[config.mk]
export PLATFORM = sky130hd
export DESIGN_NAME = lbs_geometry_flat
export DESIGN_NICKNAME = d
export VERILOG_FILES = /design/src/hdl/assert_macros.svh /design/src/hdl/lbs_pkg.sv /design/src/hdl/lbs_if.sv /design/src/hdl/lbs_geometry.sv /design/src/flat_wrapper.sv
export SDC_FILE = /design/constraint.sdc
export NUM_CORES = 1
export LEC_CHECK = 0
export ABC_AREA = 1
export ABC_CLOCK_PERIOD_IN_PS = 16590
export BUFFER_PORTS_ARGS = -buffer_cell sky130_fd_sc_hd__buf_2
export CAP_MARGIN = 20
export CORE_UTILIZATION = 45
export DETAILED_ROUTE_END_ITERATION = 8
export GPL_TIMING_DRIVEN = 0
export MAX_ROUTING_LAYER = met4
export PLACE_DENSITY = 0.72
export SYNTH_ARGS = -nofsm -noshare
export SYNTH_HDL_FRONTEND = slang
export SYNTH_SLANG_ARGS = --single-unit
[constraint.sdc]
create_clock -name clock -period 16.59 [get_ports clock]
set_input_delay 2.4885 -clock clock [delete_from_list [all_inputs] [get_ports clock]]
set_output_delay 2.4885 -clock clock [all_outputs]
set_load 0.03 [all_outputs]
[src/hdl/assert_macros.svh]
// Assertion macros shared by the letterbox scaler RTL.
`ifndef ASSERT_MACROS_SVH
`define ASSERT_MACROS_SVH
`ifndef NO_ASSERTIONS
`define LBS_ASSERT(lbl, clk, rst, prop, msg) \
   lbl: assert property (@(posedge clk) disable iff (rst) prop) else $error(msg);
`define LBS_ASSERT_NR(lbl, clk, prop, msg) \
   lbl: assert property (@(posedge clk) prop) else $error(msg);
`else
`define LBS_ASSERT(lbl, clk, rst, prop, msg)
`define LBS_ASSERT_NR(lbl, clk, prop, msg)
`endif
`endif

[src/hdl/lbs_pkg.sv]
// Types, constants and the shared division step of the letterbox scaler.
package lbs_pkg;

   localparam int DIM_W   = 13;
   localparam int COORD_W = 12;
   localparam int PROD_W  = 25;
   localparam int NUM_W   = 26;
   localparam int IDX_W   = 26;
   localparam int DATA_W  = 32;
   localparam int CSR_W   = 2;
   localparam int INDEX_W = 20;
   localparam int CHAN_W  = 8;

   typedef enum logic {
      OP_WRITE  = 1'b0,
      OP_RENDER = 1'b1
   } op_type;

   typedef enum logic [CSR_W-1:0] {
      CSR_SRC_WIDTH  = 2'd0,
      CSR_SRC_HEIGHT = 2'd1,
      CSR_DST_WIDTH  = 2'd2,
      CSR_DST_HEIGHT = 2'd3
   } csr_index_type;

   typedef struct packed {
      logic [DIM_W-1:0] src_w;
      logic [DIM_W-1:0] src_h;
      logic [DIM_W-1:0] dst_w;
      logic [DIM_W-1:0] dst_h;
      logic [DIM_W-1:0] rect_w;
      logic [DIM_W-1:0] rect_h;
      logic [DIM_W-1:0] off_x;
      logic [DIM_W-1:0] off_y;
      logic             empty;
      logic             ready;
   } geo_type;

   typedef struct packed {
      logic [DIM_W-1:0] rem;
      logic [DIM_W-1:0] low;
      logic [DIM_W-1:0] quo;
   } div_type;

   typedef struct packed {
      logic              valid;
      op_type            op;
      logic              border;
      logic              oob;
      logic [DATA_W-1:0] data;
      logic [COORD_W-1:0] x;
      logic [COORD_W-1:0] y;
      logic [PROD_W-1:0] nx;
      logic [PROD_W-1:0] ny;
      div_type           dx;
      div_type           dy;
      logic [DIM_W-1:0]  sx;
      logic [DIM_W-1:0]  sy;
      logic [IDX_W-1:0]  idx;
   } pipe_type;

   // The quotient must fit in DIM_W bits, so the upper half starts below the divisor.
   function automatic div_type div_init(logic [NUM_W-1:0] num);
      div_type r;
      r.rem = num[NUM_W-1:DIM_W];
      r.low = num[DIM_W-1:0];
      r.quo = '0;
      return r;
   endfunction

   function automatic div_type div_steps(div_type s, logic [DIM_W-1:0] dvs, int cnt);
      div_type r;
      logic [DIM_W:0] t;
      r = s;
      for (int i = 0; i < cnt; i++) begin
         t = {r.rem, r.low[DIM_W-1]};
         r.low = {r.low[DIM_W-2:0], 1'b0};
         if (t >= {1'b0, dvs}) begin
            t = t - {1'b0, dvs};
            r.quo = {r.quo[DIM_W-2:0], 1'b1};
         end else begin
            r.quo = {r.quo[DIM_W-2:0], 1'b0};
         end
         r.rem = t[DIM_W-1:0];
      end
      return r;
   endfunction

endpackage

[src/hdl/lbs_if.sv]


interface lbs_csr_if;
   logic                      valid;
   logic                      ready;
   logic [lbs_pkg::CSR_W-1:0] index;
   logic [lbs_pkg::DIM_W-1:0] data;
   modport source (output valid, index, data, input ready);
   modport sink (input valid, index, data, output ready);
endinterface

[src/hdl/lbs_geometry.sv]
// Dimension registers and the serial computation of the centered fit rectangle.
module lbs_geometry #(
   parameter int MAX_DIM = 4096
) (
   input  logic             clock,
   input  logic             reset,
   lbs_csr_if.sink          csr_ch,
   output lbs_pkg::geo_type geo
);

   typedef enum logic [2:0] {G_MUL, G_SEL, G_DIV, G_DONE, G_IDLE} state_type;

   localparam logic [3:0] DIV_LAST = 4'(lbs_pkg::DIM_W - 1);

   state_type                  state_ff;
   logic [lbs_pkg::DIM_W-1:0]  src_w_ff, src_h_ff, dst_w_ff, dst_h_ff;
   logic [lbs_pkg::DIM_W-1:0]  sw_c, sh_c, dw_c, dh_c;
   logic [lbs_pkg::NUM_W-1:0]  pw_ff, ph_ff, num_sel;
   logic                       wide, wide_ff;
   lbs_pkg::div_type           div_ff;
   logic [lbs_pkg::DIM_W-1:0]  dvs_ff;
   logic [3:0]                 cnt_ff;
   logic [lbs_pkg::DIM_W-1:0]  rect_w_ff, rect_h_ff, off_x_ff, off_y_ff;
   logic                       empty_ff;

   function automatic logic [lbs_pkg::DIM_W-1:0] clamp_dim(logic [lbs_pkg::DIM_W-1:0] v);
      logic [lbs_pkg::DIM_W-1:0] r;
      r = v;
      if (v == '0) begin
         r = lbs_pkg::DIM_W'(1);
      end else if (32'(v) > 32'(MAX_DIM)) begin
         r = lbs_pkg::DIM_W'(MAX_DIM);
      end
      return r;
   endfunction

   always_comb begin
      sw_c    = clamp_dim(src_w_ff);
      sh_c    = clamp_dim(src_h_ff);
      dw_c    = clamp_dim(dst_w_ff);
      dh_c    = clamp_dim(dst_h_ff);
      wide    = pw_ff > ph_ff;
      num_sel = wide ? ph_ff : pw_ff;
   end

   always_ff @(posedge clock) begin
      if (reset) begin
         state_ff <= G_MUL;
         src_w_ff <= 13'd640;
         src_h_ff <= 13'd480;
         dst_w_ff <= 13'd640;
         dst_h_ff <= 13'd480;
      end else if (csr_ch.valid) begin
         unique case (lbs_pkg::csr_index_type'(csr_ch.index))
            lbs_pkg::CSR_SRC_WIDTH:  src_w_ff <= csr_ch.data;
            lbs_pkg::CSR_SRC_HEIGHT: src_h_ff <= csr_ch.data;
            lbs_pkg::CSR_DST_WIDTH:  dst_w_ff <= csr_ch.data;
            lbs_pkg::CSR_DST_HEIGHT: dst_h_ff <= csr_ch.data;
         endcase
         state_ff <= G_MUL;
      end else begin
         unique case (state_ff)
            G_MUL: begin
               pw_ff    <= lbs_pkg::NUM_W'(dw_c) * lbs_pkg::NUM_W'(sh_c);
               ph_ff    <= lbs_pkg::NUM_W'(dh_c) * lbs_pkg::NUM_W'(sw_c);
               state_ff <= G_SEL;
            end
            G_SEL: begin
               wide_ff  <= wide;
               div_ff   <= lbs_pkg::div_init(num_sel);
               dvs_ff   <= wide ? sh_c : sw_c;
               cnt_ff   <= '0;
               state_ff <= G_DIV;
            end
            G_DIV: begin
               div_ff <= lbs_pkg::div_steps(div_ff, dvs_ff, 1);
               cnt_ff <= cnt_ff + 4'd1;
               if (cnt_ff == DIV_LAST) begin
                  state_ff <= G_DONE;
               end
            end
            G_DONE: begin
               if (wide_ff) begin
                  rect_w_ff <= div_ff.quo;
                  rect_h_ff <= dh_c;
                  off_x_ff  <= (dw_c - div_ff.quo) >> 1;
                  off_y_ff  <= '0;
               end else begin
                  rect_w_ff <= dw_c;
                  rect_h_ff <= div_ff.quo;
                  off_x_ff  <= '0;
                  off_y_ff  <= (dh_c - div_ff.quo) >> 1;
               end
               empty_ff <= div_ff.quo == '0;
               state_ff <= G_IDLE;
            end
            G_IDLE: begin
            end
            default: state_ff <= G_MUL;
         endcase
      end
   end

   assign csr_ch.ready = 1'b1;

   always_comb begin
      geo.src_w  = sw_c;
      geo.src_h  = sh_c;
      geo.dst_w  = dw_c;
      geo.dst_h  = dh_c;
      geo.rect_w = rect_w_ff;
      geo.rect_h = rect_h_ff;
      geo.off_x  = off_x_ff;
      geo.off_y  = off_y_ff;
      geo.empty  = empty_ff;
      geo.ready  = state_ff == G_IDLE;
   end

endmodule
[src/flat_wrapper.sv]
// flat-port wrapper written by rule: the top's interface ports become plain ports
module lbs_geometry_flat 
#(
   parameter int MAX_DIM = 4096
)
  (clock, reset, geo, csr_ch_valid, csr_ch_index, csr_ch_data, csr_ch_ready);
  lbs_csr_if csr_ch_i ();
  input  logic clock;
  input  logic reset;
  output lbs_pkg::geo_type geo;
  input wire logic [$bits(csr_ch_i.valid)-1:0] csr_ch_valid;
  input wire logic [$bits(csr_ch_i.index)-1:0] csr_ch_index;
  input wire logic [$bits(csr_ch_i.data)-1:0] csr_ch_data;
  output wire logic [$bits(csr_ch_i.ready)-1:0] csr_ch_ready;
  assign csr_ch_i.valid = csr_ch_valid;
  assign csr_ch_i.index = csr_ch_index;
  assign csr_ch_i.data = csr_ch_data;
  assign csr_ch_ready = csr_ch_i.ready;
  lbs_geometry #(.MAX_DIM(MAX_DIM)) u_core (.clock(clock), .reset(reset), .csr_ch(csr_ch_i), .geo(geo));
endmodule
==> summary.md, run 1 <==
| Metric | Value |
|---|---|
| Hold-fix buffers at CTS | `0` |
| Worst hold margin | `0.481 ns` |
| DRT iter0 DRCs | `around 1.6k` |
| Startpoint types | `register` |
| Die extent in y | `between 200 and 250 um` |
| Setup CP Type | `reg2reg` |
| Clock Skew | `between 0.015 and 0.02 ns` |
| Drt pass-1 iters | `5` |
| Post_cts resized | `0` |
| Fill cell count | `roughly 4.5k` |
| Total die area | `approximately 50000 um^2` |
| CP top delay family | `adder cells` |
| Slowest stage cell, crit path | `nor2_2` |
| Final Cycle Share | `between 40% and 50%` |
| Vias in the first global route | `roughly 19k` |
| Clock tree buffer depth | `3` |
| Hold WC Path Type | `reg2reg` |
| CP Capture Type | `register` |
| Worst path cell trace | `nor2_1, nand3_1, nor2_1, nand2_1, nand2_2, inv_1, nor2_2, inv_1, nor2_1, fa_1, fa_1, fa_1, fa_1, inv_1, fa_1, inv_1, ha_1, a21oi_1, o21ai_0, a221oi_1, nand3_1, nand2_1, nand2_1, xnor2_1` |
| Sequential-to-total area share from yosys stat | `between 20 and 30%` |
| Asr flop ratio synth | `0%` |
| Max-cap viol count | `0` |
| Max stage delay on crit path | `0.68 ns` |
| Worst-margin pin slew | `1.02 ns` |
| Gr ovfl total | `0` |
| Count of final hold-check violations | `0` |
| Reg area | `~5900 um^2` |
| Die width | `between 200 and 250 um` |
| H-tree depth | `1` |
| N_diodes | `0` |
| Critical Path Most Common Cell | `fa_1` |
| Number of buffer and inverter stages on the critical path | `4` |
| CTS tree | `done` |
| Initial Utilization | `a little under half` |
| Yosys cell types | `46` |
| Clk pin slew, worst setup/hold paths | `about 0.070 ns` |
| Synth Warn # | `0` |
| Max VDD drop | `approximately 0.000091 V` |
| Leak | `12.2 nW` |
| Gpl congestion | `~0.97` |
| Post-detail-place hpwl | `51100 um` |
| Total GRT Usage | `a little over a quarter` |
| Clock Root Buffer | `clkbuf_16` |
| Post-Synthesis Cells | `2679` |
| Worst skew pair latency | `0.54 ns` |
| Average size of a mapped cell | `8.23 um^2` |
| Core area | `48000 um^2` |
| Setup Buffers After CTS | `0` |
| Minimum clock period | `around 6.8 ns` |
| PD cells | `between 80 and 90 nW/um^2` |
| FMAX | `146 MHz` |
| Multi-input gate area | `between 10000 and 15000 um^2` |
| Row Count | `80` |
| Final TNS setup | `0 ns` |
| Nets | `roughly 3.3k` |
| EDFF count, synth | `160` |
| Unrepaired setup endpoints after global routing | `false` |
| CP Max Fanout | `10` |
| Final ANT Viol Nets | `0` |
| WP data required | `between 15 and 20 ns` |
| Initial antenna violation count | `0` |
| Arr. time, crit path | `approximately 7 ns` |
| WL final | `64100 um` |
| I/O Pins | `around 130` |
| Sink Count | `215` |
| Max Transition Viols Final | `0` |
| Final Power | `just under 2 mW` |
| DR DRC count | `0` |
| Layout area overhead | `10.1%` |
| Top_reg_cell synth | `edfxtp_1` |
| Synthesized area | `22000 um^2` |
| Port Buffers | `around 120` |
| Status | `finished, final reports clean` |
| Drt via density | `5.37` |
| Detailed-route via count | `around 19k` |
| Largest net degree at the start of global routing | `29` |
| WL per Instance | `approximately 19 um` |
| CTS Buf Count | `23` |
| Share of layout cells above drive strength 1 | `7.52%` |
| Slew headroom | `31.2%` |
| Post-synthesis register bit count | `between 200 and 250` |
| Final setup viols | `0` |
| First-pass GRT wire length | `about 100000 um` |
==> flip-flops by register name (all words and copies together), names as in the netlist <==
name / flops
u_core.div_ff: 39
u_core.rect_w_ff: 13
u_core.off_x_ff: 12
u_core.dvs_ff: 13
u_core.state_ff: 3
u_core.dst_w_ff: 13
u_core.cnt_ff: 4
u_core.rect_h_ff: 13
u_core.dst_h_ff: 13
u_core.src_h_ff: 13
u_core.pw_ff: 26
u_core.ph_ff: 26
u_core.src_w_ff: 13
u_core.off_y_ff: 12
u_core.wide_ff: 1
u_core.empty_ff: 1
==> layout make-up <==
type | instances | share of cell area (%)
sequential | 215 | 24.3
clock inverter | 18 | 0.645
timing repair buffer | 126 | 2.84
clock buffer | 23 | 2.37
tap | 615 | 3.17
buffer | 73 | 1.30
inverter | 565 | 8.74
multi-input combinational | 1827 | 56.6
==> cells by family (layout without fill, tap and decap cells) <==
kind of cell	count (synthesis)	count (layout)	share of synthesized area (%)
simple gates	997	997	18.1
buf+inv	638	805	11.1
fa+ha+maj	449	449	33.8
compound gates	323	323	8.04
flops	215	215	26.8
xor+xnor	55	55	2.19
other cells	2	3	0.0341
==> power by group <==
group | switching (mW) | internal, mW | total [mW]
Combinational | 0.515 | 0.263 | 0.779
Clock | 0.227 | 0.287 | 0.514
Sequential | 0.0217 | 0.630 | 0.652
==> synth_stat cells (4+ instances only) <==
library cell    n  area [um^2]
a31oi_1         5         31.3
o21a_1          4         30.0
ha_1          204         2550
nor2_2          7         43.8
nand2_2         6         37.5
nor4_1         10         62.6
nand3_1        66          330
nor2_1        344         1290
o21bai_1        4         30.0
o21ai_1         8         40.0
nand4_1        15         93.8
a21oi_1       118          591
clkbuf_1       47          176
xnor2_1        23          201
buf_4           5         37.5
o21ai_0       146          731
xor2_1         32          280
fa_1          245         4900
inv_1         548         2060
dfxtp_1        55         1100
a21o_1          6         45.0
nand2_1       529         1990
edfxtp_1      160         4800
nor3_1         12         60.1
buf_2          18         90.1
o211ai_1       16          120
clkinv_1       17         63.8
==> per-layer routing <==
layer	wire, um	global-route usage [%]
met1	26200	33.6
met2	29900	43.6
met3	5260	3.77
met4	2760	10.3
met5	0	-
==> path summary, 6_finish.rpt <==
kind                                           end  slack (ns)  depth (start not counted)               start
worst min register to register  u_core.dst_h_ff[9]        0.48                          2  u_core.dst_h_ff[9]
worst max register to register    u_core.pw_ff[25]        9.75                         24  u_core.dst_w_ff[0]
worst min-delay path            u_core.dst_h_ff[9]        0.48                          2  u_core.dst_h_ff[9]
worst max-delay path              u_core.pw_ff[25]        9.75                         24  u_core.dst_w_ff[0]
==> cell usage in the layout, fill, tap and decap left out, drive strengths merged, types with 4 or more instances in the layout <==
cell type,instances
nand3,68
o21ai,156
edfxtp,160
inv,552
nor4,11
xor2,32
a31oi,5
a21oi,118
ha,204
o21a,4
o21bai,5
buf,152
a21o,6
nor3,12
fa,245
xnor2,23
nor2,352
dfxtp,55
nand2,536
clkbuf,70
nand4,15
o211ai,16
clkinv,26
==> tightest hold or removal path: stages, from the launching register on <==
cell	delay, ns
dfxtp_1	0.31
inv_1	0.07
a21oi_1	0.06
==> stage by stage <==
stage	instances	util, %	setup slack (ns)	area [um^2]
global placement	3416	48.7	9.72	23400
finish	3462	50.5	9.75	24300
CTS	3460	50.5	9.75	24200
detailed placement	3419	48.9	9.78	23500
global route	3462	50.5	9.48	24300
floorplan	2680	-	10.94	22000
No activity file was read; power rests on OpenSTA's default activity.
==> run 2: changes to the inputs <==
--- a/config.mk
+++ b/config.mk
@@ -6,7 +6,7 @@
 export NUM_CORES = 1
 export LEC_CHECK = 0
 export ABC_AREA = 1
-export ABC_CLOCK_PERIOD_IN_PS = 16590
+export ABC_CLOCK_PERIOD_IN_PS = 6400
 export BUFFER_PORTS_ARGS = -buffer_cell sky130_fd_sc_hd__buf_2
 export CAP_MARGIN = 20
 export CORE_UTILIZATION = 45
==> constraint.sdc (replaced) <==
create_clock -name clock -period 6.4 [get_ports clock]
set_input_delay 0.96 -clock clock [delete_from_list [all_inputs] [get_ports clock]]
set_output_delay 0.96 -clock clock [all_outputs]
set_load 0.03 [all_outputs]
==> run 2 against run 1 <==
Compared with the run above:
- sequential cell count unchanged
- via count up 0.82%
- worst setup slack worse by 9.5 ns
- combinational power rose to 2.7 times the previous value
- critical endpoint is now u_core.pw_ff[23]
- clock power rose to 2.6 times the previous value
- final area up 2.1%
- clock skew up 0.0015 ns
- non-clock buffer count up 38
- cell count up 1.1%
==> summary.md, run 2 (synthesis results as in run 1) <==
| Metric | Value |
|---|---|
| CP Max Fanout | `7 (-3)` |
| Worst hold margin | `0.480 ns (-0.000694 ns)` |
| Worst slack, placed | `-0.407 ns (-10.19 ns)` |
| Clk pin slew, worst setup/hold paths | `0.07 ns (about the same)` |
| Drt pass-1 iters | `8 (+3)` |
| Die width | `223 um (unchanged)` |
| Post-detail-place hpwl | `51100 um (unchanged)` |
| WL per Instance | `18.5 um (-0.29%)` |
| Arr. time, crit path | `6.46 ns (-0.66 ns)` |
| Initial antenna violation count | `0 (unchanged)` |
| First-pass GRT wire length | `100000 um (about the same)` |
| Inst Count DP | `3419 (unchanged)` |
| DRT iter0 DRCs | `1525 (-1.6%)` |
| CP Capture Type | `register` |
| Gpl congestion | `0.970 (unchanged)` |
| Minimum clock period | `6.19 ns (-0.655 ns)` |
| Gr ovfl total | `0 (unchanged)` |
| Flop pwr share | `33.1% (-0.4 points)` |
| Hold WC Path Type | `reg2reg` |
| Hold-fix buffers at CTS | `0 (unchanged)` |
| Final setup margin | `0.214 ns (-9.53 ns)` |
| Worst skew pair latency | `0.54 ns (about the same)` |
| Max Transition Viols Final | `0 (unchanged)` |
| Initial Utilization | `45.9% (unchanged)` |
| N_diodes | `0 (unchanged)` |
| Most common library cell in the layout ignoring fill and taps | `inv_1` |
| Max stage delay on crit path | `0.57 ns (-0.11 ns)` |
| CTS Buf Count | `23 (unchanged)` |
| Total die area | `49900 um^2 (unchanged)` |
| PD cells | `207 nW/um^2 (+160%)` |
| WP data required | `6.68 ns (-10.19 ns)` |
| Slew headroom | `29.5% (-1.7 points)` |
| Final Cycle Share | `96.7% (+55 points)` |
| I/O Pins | `125 (unchanged)` |
| Drt via density | `5.36 (-0.28%)` |
| Count of final hold-check violations | `0 (unchanged)` |
| Leak | `12.4 nW (+1.6%)` |
| Max VDD drop | `0.000238 V (+160%)` |
| Clock Skew | `0.0191 ns (+0.00151 ns)` |
| Row Count | `80 (unchanged)` |
| Pint | `3.09 mW (+160%)` |
| Clk pwr share | `26.1% (-0.3 points)` |
| Final setup viols | `0 (unchanged)` |
| Port Buffers | `121 (unchanged)` |
| Fill cell count | `4483 (-1.2%)` |
| Clock Root Buffer | `clkbuf_16` |
| Setup CP Type | `reg2reg` |
| Clock tree buffer depth | `3 (unchanged)` |
| Max-cap viol count | `0 (unchanged)` |
| Sink Count | `215 (unchanged)` |
| FMAX | `162 MHz (+11%)` |
| Most frequent cells in the layout | `inv_1, nand2_1, nor2_1` |
| Register bank with the most flops | `u_core.div_ff` |
| CTS tree | `done` |
| Share of layout cells above drive strength 1 | `10.5% (+3.0 points)` |
| Layout area overhead | `12.4%` |
| Worst-margin pin slew | `1.05 ns (+0.0258 ns)` |
| Largest net degree at the start of global routing | `29 (unchanged)` |
| DR DRC count | `0 (unchanged)` |
| Nets | `3336 (+1.2%)` |
| Vias in the first global route | `18.8k (+0.043%)` |
| Final ANT Viol Nets | `0 (unchanged)` |
| Die extent in y | `223 um (unchanged)` |
| Number of buffer and inverter stages on the critical path | `6 (+2)` |
| Slowest stage cell, crit path | `fa_1` |
| Switching power total | `2.02 mW (+160%)` |
| Combinational power share | `40.8% (+0.8 points)` |
| Largest regs | `u_core.div_ff (39), u_core.ph_ff (26), u_core.pw_ff (26)` |
| Unrepaired setup endpoints after global routing | `true` |
| Worst path cell trace | `inv_1, nand4_1, nor2_1, nand2_1, nand2_2, clkinvlp_4, nor2_4, inv_1, nor2_1, fa_1, fa_1, fa_1, fa_1, inv_1, fa_1, inv_1, ha_2, a21oi_2, o21ai_0, a221oi_1, nand3_1, buf_4, xor2_1` |
| Detailed-route via count | `18.8k (+0.82%)` |
| Critical Path Most Common Cell | `fa_1` |
| Core area | `48000 um^2 (unchanged)` |
| Total GRT Usage | `26.7% (about the same)` |
| Sw frac | `39.5% (+0.22 points)` |
| Layout Cells excl Fill | `3500 (+1.1%)` |
| H-tree depth | `1 (unchanged)` |
| WL final | `64600 um (+0.80%)` |
| Startpoint types | `register` |
| Status | `finished, final reports clean` |
| CP top delay family | `adder cells` |
| Max reg flops | `39 (unchanged)` |
-- run 2: cell count changes in the layout (fill, tap and decap cells not counted), moves of 7 or more --
cell	previous run	this run
nand2_2	6	18
nand2_1	529	515
clkbuf_1	47	40
a21oi_1	117	110
a21oi_2	0	7
clkinv_1	22	12
buf_4	7	48
clkinvlp_4	2	14
nor2_4	3	11
-- run 2: area by class of cell --
type | count | area [um^2] | share of cell area (%)
inverter | 565 | 2170 | 8.75
timing repair buffer | 165 | 981 | 3.96
clock inverter | 18 | 156 | 0.631
buffer | 72 | 338 | 1.36
clock buffer | 23 | 576 | 2.32
sequential | 215 | 5910 | 23.8
tap | 615 | 769 | 3.11
multi-input combinational | 1827 | 13900 | 56.0
-- run 2: routing by layer --
| layer | global-route usage, % | vias to the layer above | wire length (um) |
|---|---|---|---|
| met4 | 10.3 | 0 | 2450 |
| met2 | 43.7 | 876 | 30600 |
| li1 | - | 8707 | - |
| met5 | - | - | 0 |
| met3 | 3.77 | 160 | 5210 |
| met1 | 33.6 | 9011 | 26400 |
-- run 2: per-stage QoR --
step	setup TNS, ns	total power [mW]	util (%)	instance area (um^2)
3_5_place_dp	-1.69	3.71	48.9	23500
4_1_cts	-0.0919	5.04	50.5	24300
2_1_floorplan	0	3.09	-	22000
5_1_grt	-0.165	5.42	51.5	24800
6_report	0	5.11	51.5	24800
3_3_place_gp	-1.34	3.66	48.7	23400
-- run 2: worst register-to-register path, stage by stage, from the launching register on --
cell,delay [ns]
dfxtp_1,0.30
inv_1,0.14
nand4_1,0.12
nor2_1,0.15
nand2_1,0.08
nand2_2,0.17
clkinvlp_4,0.24
nor2_4,0.27
inv_1,0.18
nor2_1,0.18
fa_1,0.45
fa_1,0.57
fa_1,0.43
fa_1,0.50
inv_1,0.05
fa_1,0.57
inv_1,0.08
ha_2,0.32
a21oi_2,0.20
o21ai_0,0.12
a221oi_1,0.29
nand3_1,0.19
buf_4,0.17
xor2_1,0.13
-- run 2: timing repair --
action / CTS / global route
pin swaps: 0 / 7
setup endpoints to repair: 10 / 22
resized for setup: 9 / 67
gates cloned: 0 / 0
buffers inserted: 0 / 40
-- run 2: power groups by stage --
stage | Clock, mW | Combinational, mW | Sequential (mW)
finish | 1.33 | 2.09 | 1.69
global route | 1.39 | 2.33 | 1.69
floorplan | 0 | 1.40 | 1.69
CTS | 1.35 | 2.00 | 1.69
detailed placement | 0 | 1.99 | 1.72
global placement | 0 | 1.94 | 1.72
-- run 2: worst paths after layout --
check / startpoint / endpoint / slack [ns] / depth (start not counted)
worst max-delay path: u_core.dst_w_ff[9] / u_core.pw_ff[23] / 0.21 / 23
worst min-delay path: u_core.dst_h_ff[0] / u_core.dst_h_ff[0] / 0.48 / 2
worst max register to register: u_core.dst_w_ff[9] / u_core.pw_ff[23] / 0.21 / 23
worst min register to register: u_core.dst_h_ff[0] / u_core.dst_h_ff[0] / 0.48 / 2
==> run 3: changes to the inputs <==
--- a/config.mk
+++ b/config.mk
@@ -13,7 +13,7 @@
 export DETAILED_ROUTE_END_ITERATION = 8
 export GPL_TIMING_DRIVEN = 0
 export MAX_ROUTING_LAYER = met4
-export PLACE_DENSITY = 0.72
+export PLACE_DENSITY_LB_ADDON = 0.1
 export SYNTH_ARGS = -nofsm -noshare
 export SYNTH_HDL_FRONTEND = slang
 export SYNTH_SLANG_ARGS = --single-unit
==> run 3 against run 2 <==
Compared with the run above:
- sequential share of layout area fell by 0.24 points
- global-route usage rose by 1.0 points
- core utilization rose by 0.53 points
==> summary.md, run 3 (synthesis results as in run 1) <==
| Metric | Value |
|---|---|
| CP Max Fanout | `7 (unchanged)` |
| CTS tree | `done` |
| Post-detail-place hpwl | `53100 um (+3.8%)` |
| DRT iter0 DRCs | `1299 (-15%)` |
| Worst reg2reg path depth | `25 (+8.7%)` |
| Final Power | `5.25 mW (+2.5%)` |
| Worst skew pair latency | `0.56 ns (+0.02 ns)` |
| CP Capture Type | `register` |
| H-tree depth | `1 (unchanged)` |
| Clock Skew | `0.0156 ns (-0.00346 ns)` |
| Multi-input gate area | `13900 um^2 (about the same)` |
| WL final | `67200 um (+3.9%)` |
| Worst-margin pin slew | `1.10 ns (+0.0521 ns)` |
| Hold WC Path Type | `reg2reg` |
| Register-to-register path setup slack | `0.22 ns (about the same)` |
| First-pass GRT wire length | `103000 um (+2.6%)` |
| Gr ovfl total | `0 (unchanged)` |
| Initial Utilization | `45.9% (unchanged)` |
| I/O Pins | `125 (unchanged)` |
| Die extent in y | `223 um (unchanged)` |
| Placed Area | `23500 um^2 (about the same)` |
| Clk pin slew, worst setup/hold paths | `0.06 ns (about the same)` |
| PD cells | `210 nW/um^2 (+1.5%)` |
| Core Util, Final | `52.1% (+0.53 points)` |
| Final ANT Viol Nets | `0 (unchanged)` |
| Final setup margin | `0.223 ns (+0.00970 ns)` |
| Setup crit end | `u_core.pw_ff[22]` |
| CTS Buf Count | `26 (+13%)` |
| Setup CP Type | `reg2reg` |
| Detailed-route via count | `18.5k (-1.2%)` |
| Fin area | `25000 um^2 (+1.0%)` |
| Worst hold margin | `0.487 ns (+0.00671 ns)` |
| DR DRC count | `0 (unchanged)` |
| Reg2reg start | `u_core.dst_w_ff[9]` |
| Worst slack, placed | `-0.323 ns (+0.0844 ns)` |
| Layout area overhead | `13.5%` |
| FMAX | `162 MHz (+0.16%)` |
| Fill cell count | `4637 (+3.4%)` |
| Unrepaired setup endpoints after global routing | `true` |
| Clock tree buffer depth | `3 (unchanged)` |
| Largest net degree at the start of global routing | `30 (+3.4%)` |
| Clock Root Buffer | `clkbuf_16` |
| Most common library cell in the layout ignoring fill and taps | `inv_1` |
| Reg area | `5910 um^2 (unchanged)` |
| Launch point of the critical path | `u_core.dst_w_ff[9]` |
| Total die area | `49900 um^2 (unchanged)` |
| Die width | `223 um (unchanged)` |
| WP data required | `6.70 ns (+0.02 ns)` |
| RR Endpoint | `u_core.pw_ff[22]` |
| Arr. time, crit path | `6.47 ns (about the same)` |
| Register bank with the most flops | `u_core.div_ff` |
| Core area | `48000 um^2 (unchanged)` |
| Max-cap viol count | `0 (unchanged)` |
| Max VDD drop | `0.000169 V (-29%)` |
| Initial antenna violation count | `1 (+1)` |
| Drt pass-1 iters | `5 (-3)` |
| Sink Count | `215 (unchanged)` |
| Most frequent cells in the layout | `inv_1, nand2_1, nor2_1` |
| Largest regs | `u_core.div_ff (39), u_core.ph_ff (26), u_core.pw_ff (26)` |
| Minimum clock period | `6.18 ns (-0.00970 ns)` |
| Row Count | `80 (unchanged)` |
| Status | `finished, final reports clean` |
| Gpl congestion | `0.977 (+0.74%)` |
| Final TNS setup | `0 ns (unchanged)` |
| Share of layout cells above drive strength 1 | `10.8% (+0.31 points)` |
| Max reg flops | `39 (unchanged)` |
| Final Cycle Share | `96.5% (-0.15 points)` |
| Leak | `12.5 nW (+1.1%)` |
| Slew headroom | `26.0% (-3.5 points)` |
| Startpoint types | `register` |
| Layout Cells excl Fill | `3519 (+0.54%)` |
| Vias in the first global route | `18.3k (-2.5%)` |
| Total GRT Usage | `27.7% (+1.0 points)` |
| Final setup viols | `0 (unchanged)` |
| Drt via density | `5.27 (-1.7%)` |
| Inst Count DP | `3420 (+0.029%)` |
| Nets | `3350 (+0.42%)` |
| Hold-fix buffers at CTS | `0 (unchanged)` |
| WL per Instance | `19.1 um (+3.3%)` |
| Max Transition Viols Final | `0 (unchanged)` |
| Port Buffers | `121 (unchanged)` |
| Count of final hold-check violations | `0 (unchanged)` |
==> run 3: worst min-delay path by stage <==
stage,startpoint,end,depth (start not counted)
final,u_core.dst_h_ff[10],u_core.dst_h_ff[10],2
after global routing,u_core.dst_h_ff[10],u_core.dst_h_ff[10],2
after detailed placement,u_core.src_h_ff[7],u_core.src_h_ff[7],2
after global placement,u_core.dst_h_ff[10],u_core.dst_h_ff[10],2
after CTS,u_core.dst_h_ff[10],u_core.dst_h_ff[10],2
after floorplan,u_core.dst_h_ff[9],u_core.dst_h_ff[9],2
==> run 3: what timing repair did <==
| item | in CTS | in global routing |
|---|---|---|
| setup endpoints to repair | 10 | 19 |
| hold endpoints to repair | 0 | 0 |
| pin swaps | 0 | 14 |
| setup buffers | 0 | 50 |
| cloned | 0 | 0 |
| resized for setup | 15 | 59 |
==> run 3: worst max-delay path, cell delays in order (launching register included) <==
cell and delay (ns):
dfxtp_1 0.30, inv_1 0.14, nand4_1 0.13, nor2_1 0.15, nand2_1 0.11, nand2_4 0.14, clkinvlp_4 0.21, nor2_4 0.27
inv_1 0.20, nor2_1 0.16, fa_1 0.48, fa_1 0.57, fa_1 0.43, fa_1 0.50, inv_1 0.05, fa_1 0.59
inv_1 0.07, ha_1 0.39, a21oi_2 0.23, o21ai_0 0.11, a21oi_1 0.12, nand2_1 0.10, nand3_1 0.08, nand3_1 0.11
a21oi_1 0.19, xnor2_1 0.09
==> run 3: cell type report <==
type | instances | area share, %
clock buffer | 34 | 2.89
inverter | 565 | 8.69
timing repair buffer | 176 | 4.48
tap | 615 | 3.08
sequential | 215 | 23.6
buffer | 72 | 1.36
clock inverter | 14 | 0.470
antenna | 1 | 0.0100
multi-input combinational | 1827 | 55.4
==> run 3: where the power goes <==
group	switching, mW	leakage (nW)	internal [mW]	total [mW]
sequential	0.0620	1.93	1.63	1.70
clock	0.610	0.413	0.840	1.45
combinational	1.36	10.2	0.737	2.10
total	2.03	12.5	3.21	5.25
==> run 3: metal layers <==
metal | share of wire (%) | GRT usage, % | wire length (um)
met3 | 5.8 | 3.27 | 3870
met1 | 45 | 37.4 | 30200
met5 | 0 | - | 0
met4 | 3.2 | 8.79 | 2140
met2 | 46 | 43.6 | 31000
